<file path="src/rtl/core/keyed_table_with_age_timeout_core_macros.svh">
// ----------------------------------------------------------------------------
// Assertion macros for the keyed report table
// Clocked, reset-qualified property checks used at the end of the top level.
// ----------------------------------------------------------------------------
`ifndef KEYED_TABLE_WITH_AGE_TIMEOUT_CORE_MACROS_SVH
`define KEYED_TABLE_WITH_AGE_TIMEOUT_CORE_MACROS_SVH

// Check a property on every clock edge outside of reset.
`define KTAT_ASSERT(lbl, clk, rst_n, prop, msg) \
    lbl: assert property (@(posedge clk) disable iff (!rst_n) (prop)) else $error(msg);

// Check that a condition implies a consequence on the next clock edge.
`define KTAT_ASSERT_NEXT(lbl, clk, rst_n, ante, cons, msg) \
    lbl: assert property (@(posedge clk) disable iff (!rst_n) (ante) |=> (cons)) \
        else $error(msg);

`endif

</file>
<file path="src/rtl/core/ktat_pkg.sv">
// ----------------------------------------------------------------------------
// ktat_pkg
// Field widths, action codes and the request token that walks the cell chain.
// ----------------------------------------------------------------------------
package ktat_pkg;

    localparam int ID_W   = 32;
    localparam int KIND_W = 4;
    localparam int LAT_W  = 31;
    localparam int POS_W  = 32;
    localparam int ELEV_W = 17;
    localparam int TIME_W = 32;

    localparam logic ACT_REPORT = 1'b0;
    localparam logic ACT_SCAN   = 1'b1;

    localparam logic [TIME_W-1:0] TIMEOUT_RESET = 32'd10000;

    // Request token, handed from cell to cell once per cycle.
    typedef struct packed {
        logic                valid;
        logic                action;
        logic                done;
        logic                inserted;
        logic                refreshed;
        logic                found;
        logic [ID_W-1:0]     id;
        logic [KIND_W-1:0]   kind;
        logic [LAT_W-1:0]    lat;
        logic [POS_W-1:0]    lon;
        logic [ELEV_W-1:0]   elev;
        logic [TIME_W-1:0]   now;
    } t_req;

endpackage

</file>
<file path="src/rtl/core/ktat_cell.sv">
// ----------------------------------------------------------------------------
// ktat_cell
// One table slot: holds one entry, serves the request token passing through
// and hands the updated token to the next cell.
// ----------------------------------------------------------------------------
module ktat_cell (
    input  logic                            i_clk,
    input  logic                            i_rst_n,
    input  logic [ktat_pkg::TIME_W-1:0]     i_timeout,
    input  ktat_pkg::t_req                  i_req,
    output ktat_pkg::t_req                  o_req,
    output logic                            o_used
);
    import ktat_pkg::*;

    logic                r_used;
    logic [ID_W-1:0]     r_id;
    logic [KIND_W-1:0]   r_kind;
    logic [TIME_W-1:0]   r_time;
    logic [POS_W-1:0]    r_lat;
    logic [POS_W-1:0]    r_lon;
    logic [ELEV_W-1:0]   r_elev;
    t_req                r_req;
    t_req                n_req;

    logic                w_live;
    logic                w_hit;
    logic                w_free;
    logic                w_tmo;
    logic [TIME_W-1:0]   w_age;

    assign w_live = i_req.valid && !i_req.done;
    assign w_age  = i_req.now - r_time;
    assign w_hit  = w_live && (i_req.action == ACT_REPORT) && r_used && (r_id == i_req.id);
    // slots fill in order, so the first free cell is the next slot
    assign w_free = w_live && (i_req.action == ACT_REPORT) && !r_used;
    assign w_tmo  = w_live && (i_req.action == ACT_SCAN) && r_used && (w_age > i_timeout);

    always_comb begin
        n_req           = i_req;
        n_req.done      = i_req.done | w_hit | w_free | w_tmo;
        n_req.refreshed = i_req.refreshed | w_hit;
        n_req.inserted  = i_req.inserted | w_free;
        n_req.found     = i_req.found | w_tmo;
        if (w_tmo) begin
            n_req.id = r_id;
        end
    end

    always_ff @(posedge i_clk) begin
        if (!i_rst_n) begin
            r_used <= 1'b0;
        end else if (w_free) begin
            r_used <= 1'b1;
        end
    end

    always_ff @(posedge i_clk) begin
        if (w_free) begin
            r_id   <= i_req.id;
            r_kind <= i_req.kind;
        end
        if (w_hit || w_free) begin
            r_time <= i_req.now;
            r_lat  <= {i_req.lat[LAT_W-1], i_req.lat};
            r_lon  <= i_req.lon;
            r_elev <= i_req.elev;
        end
    end

    always_ff @(posedge i_clk) begin
        if (!i_rst_n) begin
            r_req.valid <= 1'b0;
        end else begin
            r_req <= n_req;
        end
    end

    assign o_req  = r_req;
    assign o_used = r_used;

endmodule

</file>
<file path="config.mk">
export PLATFORM = sky130hd
export DESIGN_NAME = ktat_cell
export DESIGN_NICKNAME = d
export VERILOG_FILES = /design/src/rtl/core/keyed_table_with_age_timeout_core_macros.svh /design/src/rtl/core/ktat_pkg.sv /design/src/rtl/core/ktat_cell.sv
export SDC_FILE = /design/constraint.sdc
export NUM_CORES = 1
export LEC_CHECK = 0
export ABC_AREA = 1
export BUFFER_PORTS_ARGS = -buffer_cell sky130_fd_sc_hd__buf_4
export CAP_MARGIN = 15
export CORE_UTILIZATION = 46
export DETAILED_ROUTE_END_ITERATION = 12
export PLACE_DENSITY = 0.76
export SLEW_MARGIN = 20
export SYNTH_ARGS = -nofsm -noshare
export SYNTH_HDL_FRONTEND = slang
export SYNTH_SLANG_ARGS = --single-unit
</file>
<file path="constraint.sdc">
create_clock -name i_clk -period 3.5 [get_ports i_clk]
set_clock_uncertainty 0.1 [all_clocks]
set_input_delay 0.525 -clock i_clk [delete_from_list [all_inputs] [get_ports i_clk]]
set_output_delay 0.525 -clock i_clk [all_outputs]
set_load 0.01 [all_outputs]
</file>
==> results by group, run 1 <==
Outcome
  • Outcome: completed

STA
  • Setup TNS: 0 ps
  • Final worst setup slack: 3.42 ps
  • Fin crit share: 99.9%
  • Worst Max-Slew Pin Slew: 664 ps
  • Fin. Hold Viols: 0
  • Period minus WS final: about 3500 ps
  • Final setup vio count: 0
  • F_max: 0.286 GHz
  • RSZ-0062 raised after global routing: yes
  • Slew headroom: approximately 56%
  • Slew Viols, Final: 0

Critical path
  • Cell family with most CP delay: simple AND/OR/NAND/NOR gates
  • WP depth: 20
  • R2R cell count: 20
  • Crit path capture: o_req[123]
  • Launch point of the worst reg-to-reg path: r_time[14]
  • Reg2Reg Capture Point: o_req[123]
  • Crit. End Element: flop
  • Max Fanout on Critical Path: 6
  • CP Launch Point: r_time[14]
  • Worst setup SP type: flop
  • Slowest stage delay, CP: between 300 and 400 ps
  • Reg2reg setup slack: roughly 3.4 ps
  • Worst Path Required: 3670 ps
  • Cell chain of the critical path: inv_1 > ha_1 > a21oi_2 > buf_4 > o21ai_1 > a21oi_2 > o21a_1 > nand3_1 > nand2_1 > ha_1 > nand4_1 > nor3_2 > nand3_2 > inv_2 > nand2_2 > nand2_4 > nand2_8 > buf_8 > nand2_1 > nand2_1
  • CP Data Arrival Time: 3660 ps
  • WP buf/inv: 4
  • Kind of critical path: flop to flop
  • Crit-path most repeated cell: nand2_1
  • Slowest cell on crit path: o21ai_1

Final layout
  • Layout cell share with drive strength beyond 1: a little under two fifths
  • Area delta synth->final: 44.9%
  • Core Util, Final: 68.9%
  • FF+latch area: around 6600 um^2
  • Antenna diode count: 0
  • Fin nets: 1,700
  • Post-route design area: 15,200 um^2
  • Layout fillers: around 1,700
  • Area of the multi-input gates: 3640 um^2

Placement
  • Placed inst area: 14,100 um^2
  • Buffers on Ports: around 340
  • Place WS: -461 ps
  • Hpwl dp: around 23 mm
  • GP Congestion: 0.893

Routing
  • DR DRC count: 0
  • Vias: 8,585
  • Post-route ant nets: 0
  • 1st-pass router iterations: 5
  • Violation count after the first detailed-route iteration: 404
  • Wire per inst: 17.0 um
  • WL final: 29.5 mm
  • Via/cell ratio: around 5

Clock tree
  • Clk root buf: clkbuf_16
  • H-tree levels: 1
  • Skew-Pair Late Insertion Delay: ~530 ps
  • Clock slew at the register clock pins of the worst setup and hold paths: around 60 ps
  • CTS Hold Bufs: 0
  • Num CTS Buffers: 23
  • Max Root-Sink Buffers: 3
  • CTS tree: yes
  • Sink Count: 219

Floorplanning
  • Site row count: 54
  • Count of boundary I/O pins: 343
  • Width of the chip: 153 um
  • Initial Util: 47.5%
  • Core area: approximately 22,000 um^2
  • Die extent in y: 153 um
  • Full die area: 23,400 um^2

Power and ir drop
  • Tot Pwr: 6.59 mW
  • Power Density: 433 nW/um^2
  • Leak: 7.08 nW
  • Peak supply drop: 294 uV

GRT
  • GRT Overall Usage: between 20% and 30%
  • Largest net degree at the start of global routing: between 60 and 70
  • Number of global-route vias before repair: 8,409
  • Global route overflow: 0
  • Antenna violations before repair: 0
  • Global-route wire length before repair: 44.8 mm

Flow run
  • Max cap viols: 0

Synthesis
  • Post-synth top area cell: edfxtp_1
  • Syn Nets: approximately 1,200
  • Post-synth design cell area: 10,500 um^2
  • Seq cells post-synth: roughly 220
  • Syn_area_per_cell: between 10 and 15 um^2
  • Mapped Cells: ~1,000
  • Synth area leaders: edfxtp_1 62%, nand2_1 9.4%, ha_1 7.5%
  • Sequential-to-total area share from yosys stat: 62.4%
  • Syn. warnings: 0
  • Top cell type's share of synthesized area: between 60% and 70%
  • Yosys cell types: 32

Min path
  • Worst Hold Path Cells: 1
  • HP Class: input port to flop
==> worst register-to-register path: cells and delay by family, from the launching register on <==
kind	cells	cell delay, ps
DFF	1	320
and+or+nand+nor	10	1030
buffers and inverters	4	410
AOI/OAI and AO/OA	4	750
adders and majority gates	2	620
==> power by group <==
part / switching (mW) / internal (mW) / leakage, nW / total, mW
logic: 0.629 / 0.598 / 4.65 / 1.23
clock network: 0.972 / 1.28 / 0.330 / 2.25
registers: 0.0499 / 3.07 / 2.10 / 3.12
==> metal layers <==
metal,track usage (%),vias to the layer above,wire length [um]
met2,41.4,333,14200
met1,31.1,3947,11700
met5,0,-,0
li1,-,4240,-
met4,9.24,0,1080
met3,5.87,65,2440
==> cell usage after synthesis (all sizes together) <==
library cell	n
nand3b	5
a31oi	1
fa	1
o21ai	26
o21a	6
clkinv	1
edfxtp	217
nand3	61
dfxtp	2
or2	5
nand4	10
xor2	20
buf	9
and2	2
a21oi	47
o22ai	1
nor2	79
inv	139
xnor2	10
ha	63
nand2	265
a21o	4
o21bai	3
nor3	10
==> how the worst min path moves through the flow <==
| stage | startpoint | to | slack, ps |
|---|---|---|---|
| detailed placement | r_id[3] | o_req[119] | 460 |
| global placement | r_id[15] | o_req[131] | 460 |
| floorplan | r_id[0] | o_req[116] | 450 |
| CTS | i_req[38] | o_req[38] | 50 |
| finish | i_req[38] | o_req[38] | 70 |
| global route | i_req[38] | o_req[38] | 50 |
==> registers in the layout (all words and copies together), names as in the netlist <==
name and cells:
o_used 1, r_time 32, o_req 154, r_id 32
==> cell families after synthesis <==
| group | after synthesis | synth area share (%) |
|---|---|---|
| AOI/OAI and AO/OA | 88 | 4.53 |
| xor gates and xnor gates | 30 | 2.50 |
| adders and majority gates | 64 | 7.70 |
| buffers and inverters | 149 | 5.63 |
| DFF | 219 | 62.4 |
| and+or+nand+nor | 437 | 17.2 |
==> area by class of cell <==
class	count	share of cell area [%]
inverter	140	3.45
sequential	219	43.1
tap	280	2.30
timing repair buffer	445	22.8
clock inverter	9	0.551
multi-input combinational	619	23.9
clock buffer	28	3.91
==> stage by stage <==
| step | hold WS [ps] | cells |
|---|---|---|
| 6_report | 66.6 | 1740 |
| 2_1_floorplan | 447 | 987 |
| 3_5_place_dp | 462 | 1695 |
| 5_1_grt | 47.5 | 1740 |
| 4_1_cts | 47.8 | 1732 |
| 3_3_place_gp | 457 | 1695 |
==> cell usage in the layout, fill, tap and decap left out, types with 6 or more instances in the layout <==
master / synthesis / routed
ha_4: 0 / 7
a21oi_2: 0 / 13
xor2_1: 20 / 20
o21ai_1: 1 / 6
nand4_1: 10 / 10
nand2_1: 263 / 248
o21ai_0: 25 / 19
xnor2_1: 10 / 10
nand2_2: 1 / 15
clkbuf_16: 0 / 26
inv_1: 139 / 135
nand3_1: 61 / 58
nor2_2: 1 / 8
a21oi_1: 47 / 34
edfxtp_1: 217 / 217
buf_4: 1 / 433
ha_1: 63 / 54
o21a_1: 6 / 6
nor2_1: 78 / 69
==> timing repair <==
item / in CTS / in global routing
resized for setup: 10 / 69
pin swaps: 3 / 20
setup buffers: 0 / 4
endpoints found under the setup margin: 34 / 34
gates cloned: 0 / 4
Note: power is estimated with default switching activity, not from simulation.
==> run 2, diff against run 1 <==
- GPL_TIMING_DRIVEN: default -> 0
- SKIP_LAST_GASP: default -> 1
==> results by group, run 2 (synthesis gave the netlist of run 1 again) <==
Outcome
  • Outcome: finished with violations
  • Failing checks: negative setup slack

Critical path
  • Max Fanout on Critical Path: 8 (+2)
  • Crit. End Element: flop
  • CP Launch Point: r_time[14]
  • R2R cell count: 22 (+10%)
  • Reg2Reg Capture Point: o_req[123]
  • Kind of critical path: flop to flop
  • Cell chain of the critical path: inv_1 > ha_2 > nand2_1 > nor2_2 > inv_1 > nor3_4 > nand3_4 > nand3_2 > nand2_1 > nand2_1 > inv_2 > ha_4 > nand4_1 > nor3_4 > nand3_2 > clkinv_2 > nand2_4 > nand2_8 > nand2_8 > clkbuf_16 > nand2_2 > nand2_1
  • Slowest cell on crit path: ha_2
  • Worst setup SP type: flop
  • Reg2reg setup slack: -130 ps (-130 ps)
  • Launch point of the worst reg-to-reg path: r_time[14]
  • Worst Path Required: 3690 ps (+20 ps)
  • CP Data Arrival Time: 3820 ps (+160 ps)
  • Slowest stage delay, CP: 370 ps (about the same)
  • Crit-path most repeated cell: nand2_1

Routing
  • Wire per inst: 17.8 um (+4.8%)
  • Post-route ant nets: 0 (unchanged)
  • Vias: 8,586 (+0.012%)
  • WL final: 29.8 mm (+1.0%)
  • DR DRC count: 0 (unchanged)
  • Violation count after the first detailed-route iteration: 488 (+21%)
  • 1st-pass router iterations: 5 (unchanged)
  • Via/cell ratio: 5.12 (+3.7%)

GRT
  • Global route overflow: 0 (unchanged)
  • Antenna violations before repair: 0 (unchanged)
  • GRT Overall Usage: 24.2% (-0.48 points)
  • Largest net degree at the start of global routing: 81 (+17%)
  • Global-route wire length before repair: 44.2 mm (-1.4%)
  • Number of global-route vias before repair: 8,264 (-1.7%)

STA
  • Fin crit share: 104% (+3.8 points)
  • Worst Max-Slew Pin Slew: 685 ps (+21.0 ps)
  • Slew Viols, Final: 0 (unchanged)
  • RSZ-0062 raised after global routing: yes
  • Slew headroom: 54.2% (-1.5 points)
  • Hold_ws: 57.3 ps (-9.24 ps)
  • Period minus WS final: 3630 ps (+134 ps)
  • Final setup vio count: 33 (+33)
  • Fin. Hold Viols: 0 (unchanged)
  • F_max: 0.275 GHz (-3.7%)
  • Final worst setup slack: -131 ps (-134 ps)

Power and ir drop
  • Leak: 6.93 nW (-2.1%)
  • Peak supply drop: 390 uV (+33%)
  • Clock power frac: 37.1% (+3.0 points)
  • Comb power frac: 18.3% (-0.3 points)
  • Internal: 5.20 mW (+5.3%)
  • Power Density: 454 nW/um^2 (+4.7%)
  • NetSw: 1.79 mW (+8.2%)
  • Sw Share: 25.6% (+0.52 points)
  • Tot Pwr: 6.99 mW (+6.0%)
  • Seq pwr share: 44.6% (-2.7 points)

Min path
  • Min-Delay Endpoint: o_req[91]
  • Worst Hold Path Cells: 1 (unchanged)
  • Hold Crit Start: i_req[91]
  • HP Class: input port to flop

Clock tree
  • CTS Hold Bufs: 0 (unchanged)
  • Clock slew at the register clock pins of the worst setup and hold paths: 60 ps (about the same)
  • Clk root buf: clkbuf_16
  • Sink Count: 219 (unchanged)
  • Skew-Pair Late Insertion Delay: 540 ps (about the same)
  • Num CTS Buffers: 25 (+8.7%)
  • H-tree levels: 1 (unchanged)
  • Max Root-Sink Buffers: 3 (unchanged)
  • CTS tree: yes

Final layout
  • Most common cell after layout, fill and taps aside: buf_4
  • Max reg flops: 154 (unchanged)
  • Commonest non-fill, non-tap cells in the layout: 359 x buf_4, 217 x edfxtp_1, 192 x nand2_1
  • Area delta synth->final: 46.6%
  • Layout cell share with drive strength beyond 1: 41.0% (+3.8 points)
  • Antenna diode count: 0 (unchanged)
  • Fin nets: 1,632 (-4.0%)

Placement
  • Place WS: -890 ps (-429 ps)
  • Buffers on Ports: 342 (unchanged)
  • Hpwl dp: 21.7 mm (-4.6%)
  • GP Congestion: 0.920 (+3.0%)

Floorplanning
  • Die extent in y: 153 um (unchanged)
  • Site row count: 54 (unchanged)
  • Initial Util: 47.5% (unchanged)
  • Width of the chip: 153 um (unchanged)
  • Count of boundary I/O pins: 343 (unchanged)
  • Core area: 22,100 um^2 (unchanged)
  • Full die area: 23,400 um^2 (unchanged)

Flow run
  • Max cap viols: 0 (unchanged)
==> run 2: changes by cell type in the layout (fill, tap and decap cells not counted), sizes merged <==
cell      change
clkbuf        +2
clkinv        +5
inv           -1
clkinvlp      -1
buf          -69
bufinv        +2
==> run 2: worst max path at each step <==
| stage | cells after the start | endpoint | slack (ps) |
|---|---|---|---|
| floorplan | 27 | o_req[121] | 80 |
| global placement | 26 | o_req[142] | -820 |
| detailed placement | 26 | o_req[130] | -890 |
| CTS | 26 | o_req[122] | -50 |
| global route | 22 | o_req[123] | -300 |
| finish | 22 | o_req[123] | -130 |
==> run 2: power by group through the flow <==
| stage | Clock, mW | Combinational, mW | Sequential (mW) |
|---|---|---|---|
| after floorplan | 0 | 0.419 | 3.24 |
| after global placement | 0 | 1.04 | 3.17 |
| after detailed placement | 0 | 1.07 | 3.17 |
| after CTS | 2.65 | 1.17 | 3.11 |
| after global routing | 2.76 | 1.39 | 3.13 |
| final | 2.59 | 1.28 | 3.11 |
==> run 2: repair_timing <==
action,in CTS,in global routing
endpoints found under the setup margin,34,34
resized for setup,84,132
buffers inserted,13,6
pin swaps,16,45
cloned,1,2
==> run 2: cell type report <==
cell class,instances,area (um^2)
plain buffers,9,101
clock buffers,31,648
clock inverters,14,156
fillers,1623,6690
inverters,140,527
multi-input cells,619,4190
flip-flops and latches,219,6560
well taps,280,350
repair buffers,366,2870
==> run 2: metrics by stage <==
step / cell area, um^2 / setup TNS (ps) / util [%] / std cells
3_3_place_gp: 13400 / -46440 / 60.8 / 1609
3_5_place_dp: 13500 / -28950 / 61.2 / 1612
4_1_cts: 14800 / -854 / 67.0 / 1671
2_1_floorplan: 10500 / 0 / - / 987
5_1_grt: 15400 / -9410 / 69.7 / 1678
6_report: 15400 / -3500 / 69.7 / 1678
==> run 2: critical path: cells and delay by family, from the launching register on <==
| kind | cells | cell delay, ps |
|---|---|---|
| adders and majority gates | 2 | 630 |
| buffers and inverters | 5 | 510 |
| DFF | 1 | 340 |
| and+or+nand+nor | 15 | 1770 |
==> run 2: metal layers <==
layer	track usage [%]	routed length [um]	vias up
met3	6.38	2650	57
met4	8.42	1010	0
li1	-	-	4118
met2	41.1	14500	366
met1	30.0	11600	4045
met5	0	0	-
==> run 3, diff against run 2 <==
- BUFFER_PORTS_ARGS: -buffer_cell sky130_fd_sc_hd__buf_4 -> -buffer_cell sky130_fd_sc_hd__buf_2
==> results by group, run 3 (synthesis gave the netlist of run 1 again) <==
STA
  • Hold_ws: 79.3 ps (+22.0 ps)
  • Final worst setup slack: -110 ps (+20.4 ps)
  • Fin crit share: 103% (-0.58 points)
  • RSZ-0062 raised after global routing: yes
  • Slew Viols, Final: 0 (unchanged)
  • Worst Max-Slew Pin Slew: 544 ps (-141 ps)
  • Final setup vio count: 33 (unchanged)
  • Fin. Hold Viols: 0 (unchanged)
  • Setup TNS: -2710 ps (+787 ps)
  • Period minus WS final: 3610 ps (-20.4 ps)
  • F_max: 0.277 GHz (+0.56%)
  • Slew headroom: 63.8% (+9.5 points)

Critical path
  • Crit. End Element: flop
  • Launch point of the worst reg-to-reg path: r_time[25]
  • WP buf/inv: 5 (unchanged)
  • R2R cell count: 22 (unchanged)
  • Cell family with most CP delay: simple AND/OR/NAND/NOR gates
  • Kind of critical path: flop to flop
  • Reg2reg setup slack: -110 ps (+20 ps)
  • Worst Path Required: 3670 ps (-20 ps)
  • Max Fanout on Critical Path: 6 (-2)
  • Crit-path most repeated cell: nand2_1
  • Slowest cell on crit path: ha_2
  • Slowest stage delay, CP: 400 ps (+30 ps)
  • Cell chain of the critical path: inv_1 > ha_2 > nand2_1 > nor2_1 > inv_1 > nor2_2 > nand2_1 > nand3_2 > nand2_1 > nand2_1 > inv_2 > ha_4 > nand4_1 > nor3_4 > nand3_4 > inv_4 > nand2_4 > nand2_8 > nand2_8 > clkbuf_16 > nand2_2 > nand2_2
  • Worst setup SP type: flop
  • Reg2Reg Capture Point: o_req[138]
  • CP Data Arrival Time: 3780 ps (-40 ps)

Floorplanning
  • Full die area: 23,400 um^2 (unchanged)
  • Initial Util: 47.5% (unchanged)
  • Site row count: 54 (unchanged)
  • Die extent in y: 153 um (unchanged)
  • Count of boundary I/O pins: 343 (unchanged)
  • Width of the chip: 153 um (unchanged)
  • Core area: 22,100 um^2 (unchanged)

Power and ir drop
  • Leak: 6.56 nW (-5.4%)
  • Peak supply drop: 528 uV (+35%)
  • Sw Share: 25.8% (+0.19 points)
  • Seq pwr share: 46.5% (+1.9 points)
  • Clock power frac: 36.5% (-0.6 points)
  • Internal: 4.96 mW (-4.7%)
  • Power Density: 463 nW/um^2 (+2.0%)
  • Tot Pwr: 6.67 mW (-4.5%)
  • Comb power frac: 16.9% (-1.4 points)
  • NetSw: 1.72 mW (-3.8%)

Routing
  • Via/cell ratio: 5.05 (-1.4%)
  • Wire per inst: 17.3 um (-2.4%)
  • Vias: 8,466 (-1.4%)
  • 1st-pass router iterations: 5 (unchanged)
  • DR DRC count: 0 (unchanged)
  • WL final: 29.1 mm (-2.4%)
  • Violation count after the first detailed-route iteration: 482 (-1.2%)
  • Post-route ant nets: 0 (unchanged)

Placement
  • Buffers on Ports: 342 (unchanged)
  • GP Congestion: 0.937 (+1.9%)
  • Hpwl dp: 21.4 mm (-1.7%)
  • Place WS: -967 ps (-77.0 ps)

Flow run
  • Max cap viols: 0 (unchanged)

Clock tree
  • Num CTS Buffers: 23 (-8.0%)
  • Skew-Pair Late Insertion Delay: 520 ps (-20 ps)
  • CTS Hold Bufs: 0 (unchanged)
  • Max Root-Sink Buffers: 3 (unchanged)
  • CTS tree: yes
  • H-tree levels: 1 (unchanged)
  • Clk root buf: clkbuf_16
  • Sink Count: 219 (unchanged)
  • Clock slew at the register clock pins of the worst setup and hold paths: 60 ps (about the same)

GRT
  • GRT Max-Usage Layer: met2
  • Met3 Use GR: 5.13% (-1.2 points)
  • GRT met2 Usage: 39.7% (-1.3 points)
  • Antenna violations before repair: 6 (+6)
  • GRT Overall Usage: 23.8% (-0.46 points)
  • Largest net degree at the start of global routing: 88 (+8.6%)
  • Number of global-route vias before repair: 8,160 (-1.3%)
  • Global-route wire length before repair: 43.4 mm (-1.7%)
  • Global route overflow: 0 (unchanged)
  • GR Util met1: 29.7% (-0.26 points)

Final layout
  • Core Util, Final: 65.3% (-4.4 points)
  • Area delta synth->final: 37.3%
  • Layout cell share with drive strength beyond 1: 39.7% (-1.3 points)
  • Most common cell after layout, fill and taps aside: buf_2
  • Commonest non-fill, non-tap cells in the layout: 341 x buf_2, 217 x edfxtp_1, 192 x nand2_1
  • Max reg flops: 154 (unchanged)
  • Fin nets: 1,630 (-0.12%)
  • Layout fillers: 1,674 (+3.1%)

Min path
  • Hold Crit Start: i_req[45]
  • Worst Hold Path Cells: 1 (unchanged)
  • HP Class: input port to flop
  • Min-Delay Endpoint: o_req[45]

Outcome
  • Outcome: finished with violations
  • Failing checks: negative setup slack
## run 3: area by class of cell
type | instances | area, um^2 | share of cell area, %
Timing Repair Buffer | 366 | 2010 | 14.0
Clock inverter | 13 | 151 | 1.05
Multi-Input combinational cell | 620 | 4120 | 28.5
Sequential cell | 219 | 6560 | 45.5
Tap cell | 280 | 350 | 2.43
Antenna cell | 4 | 10.0 | 0.0694
Inverter | 140 | 528 | 3.66
Clock buffer | 28 | 594 | 4.12
Buffer | 8 | 101 | 0.703
## run 3: repair_timing
| item | in CTS | in global routing |
|---|---|---|
| gates resized for setup | 89 | 109 |
| setup buffers | 11 | 7 |
| cloned | 1 | 3 |
| setup endpoints to repair | 34 | 34 |
| pin swaps | 18 | 35 |
## run 3: power by group through the flow
stage               Combinational, mW  Sequential [mW]  Clock [mW]
CTS                              1.04             3.11        2.50
floorplan                       0.419             3.24           0
global placement                0.914             3.16           0
detailed placement              0.947             3.16           0
global route                     1.23             3.12        2.59
finish                           1.13             3.11        2.44
## run 3: worst register-to-register path: cells and delay by family, from the launching register on
| kind | cells | cell delay (ps) |
|---|---|---|
| buffers and inverters | 5 | 460 |
| AND/OR/NAND/NOR | 15 | 1820 |
| flip-flops | 1 | 330 |
| adder cells (fa/ha/maj) | 2 | 650 |
## run 3: worst max-delay path by stage
stage / start / to / slack, ps / depth (start not counted)
after floorplan: i_req[0] / o_req[121] / 80 / 27
after global placement: i_req[0] / o_req[142] / -900 / 26
after detailed placement: i_req[0] / o_req[142] / -970 / 26
after CTS: r_time[0] / o_req[142] / -70 / 22
after global routing: r_time[11] / o_req[129] / -300 / 22
final: r_time[25] / o_req[138] / -110 / 22
## run 3: per-layer routing
layer | up-vias | share of wire, %
li1 | 4110 | -
met1 | 3943 | 40
met2 | 355 | 48
met3 | 56 | 8.1
met4 | 2 | 3.8
met5 | - | 0.045
## run 3: metrics by stage
stage / area (um^2) / instances
2_1_floorplan: 10500 / 987
3_3_place_gp: 12600 / 1609
3_5_place_dp: 12700 / 1612
4_1_cts: 13900 / 1664
5_1_grt: 14400 / 1677
6_report: 14400 / 1678
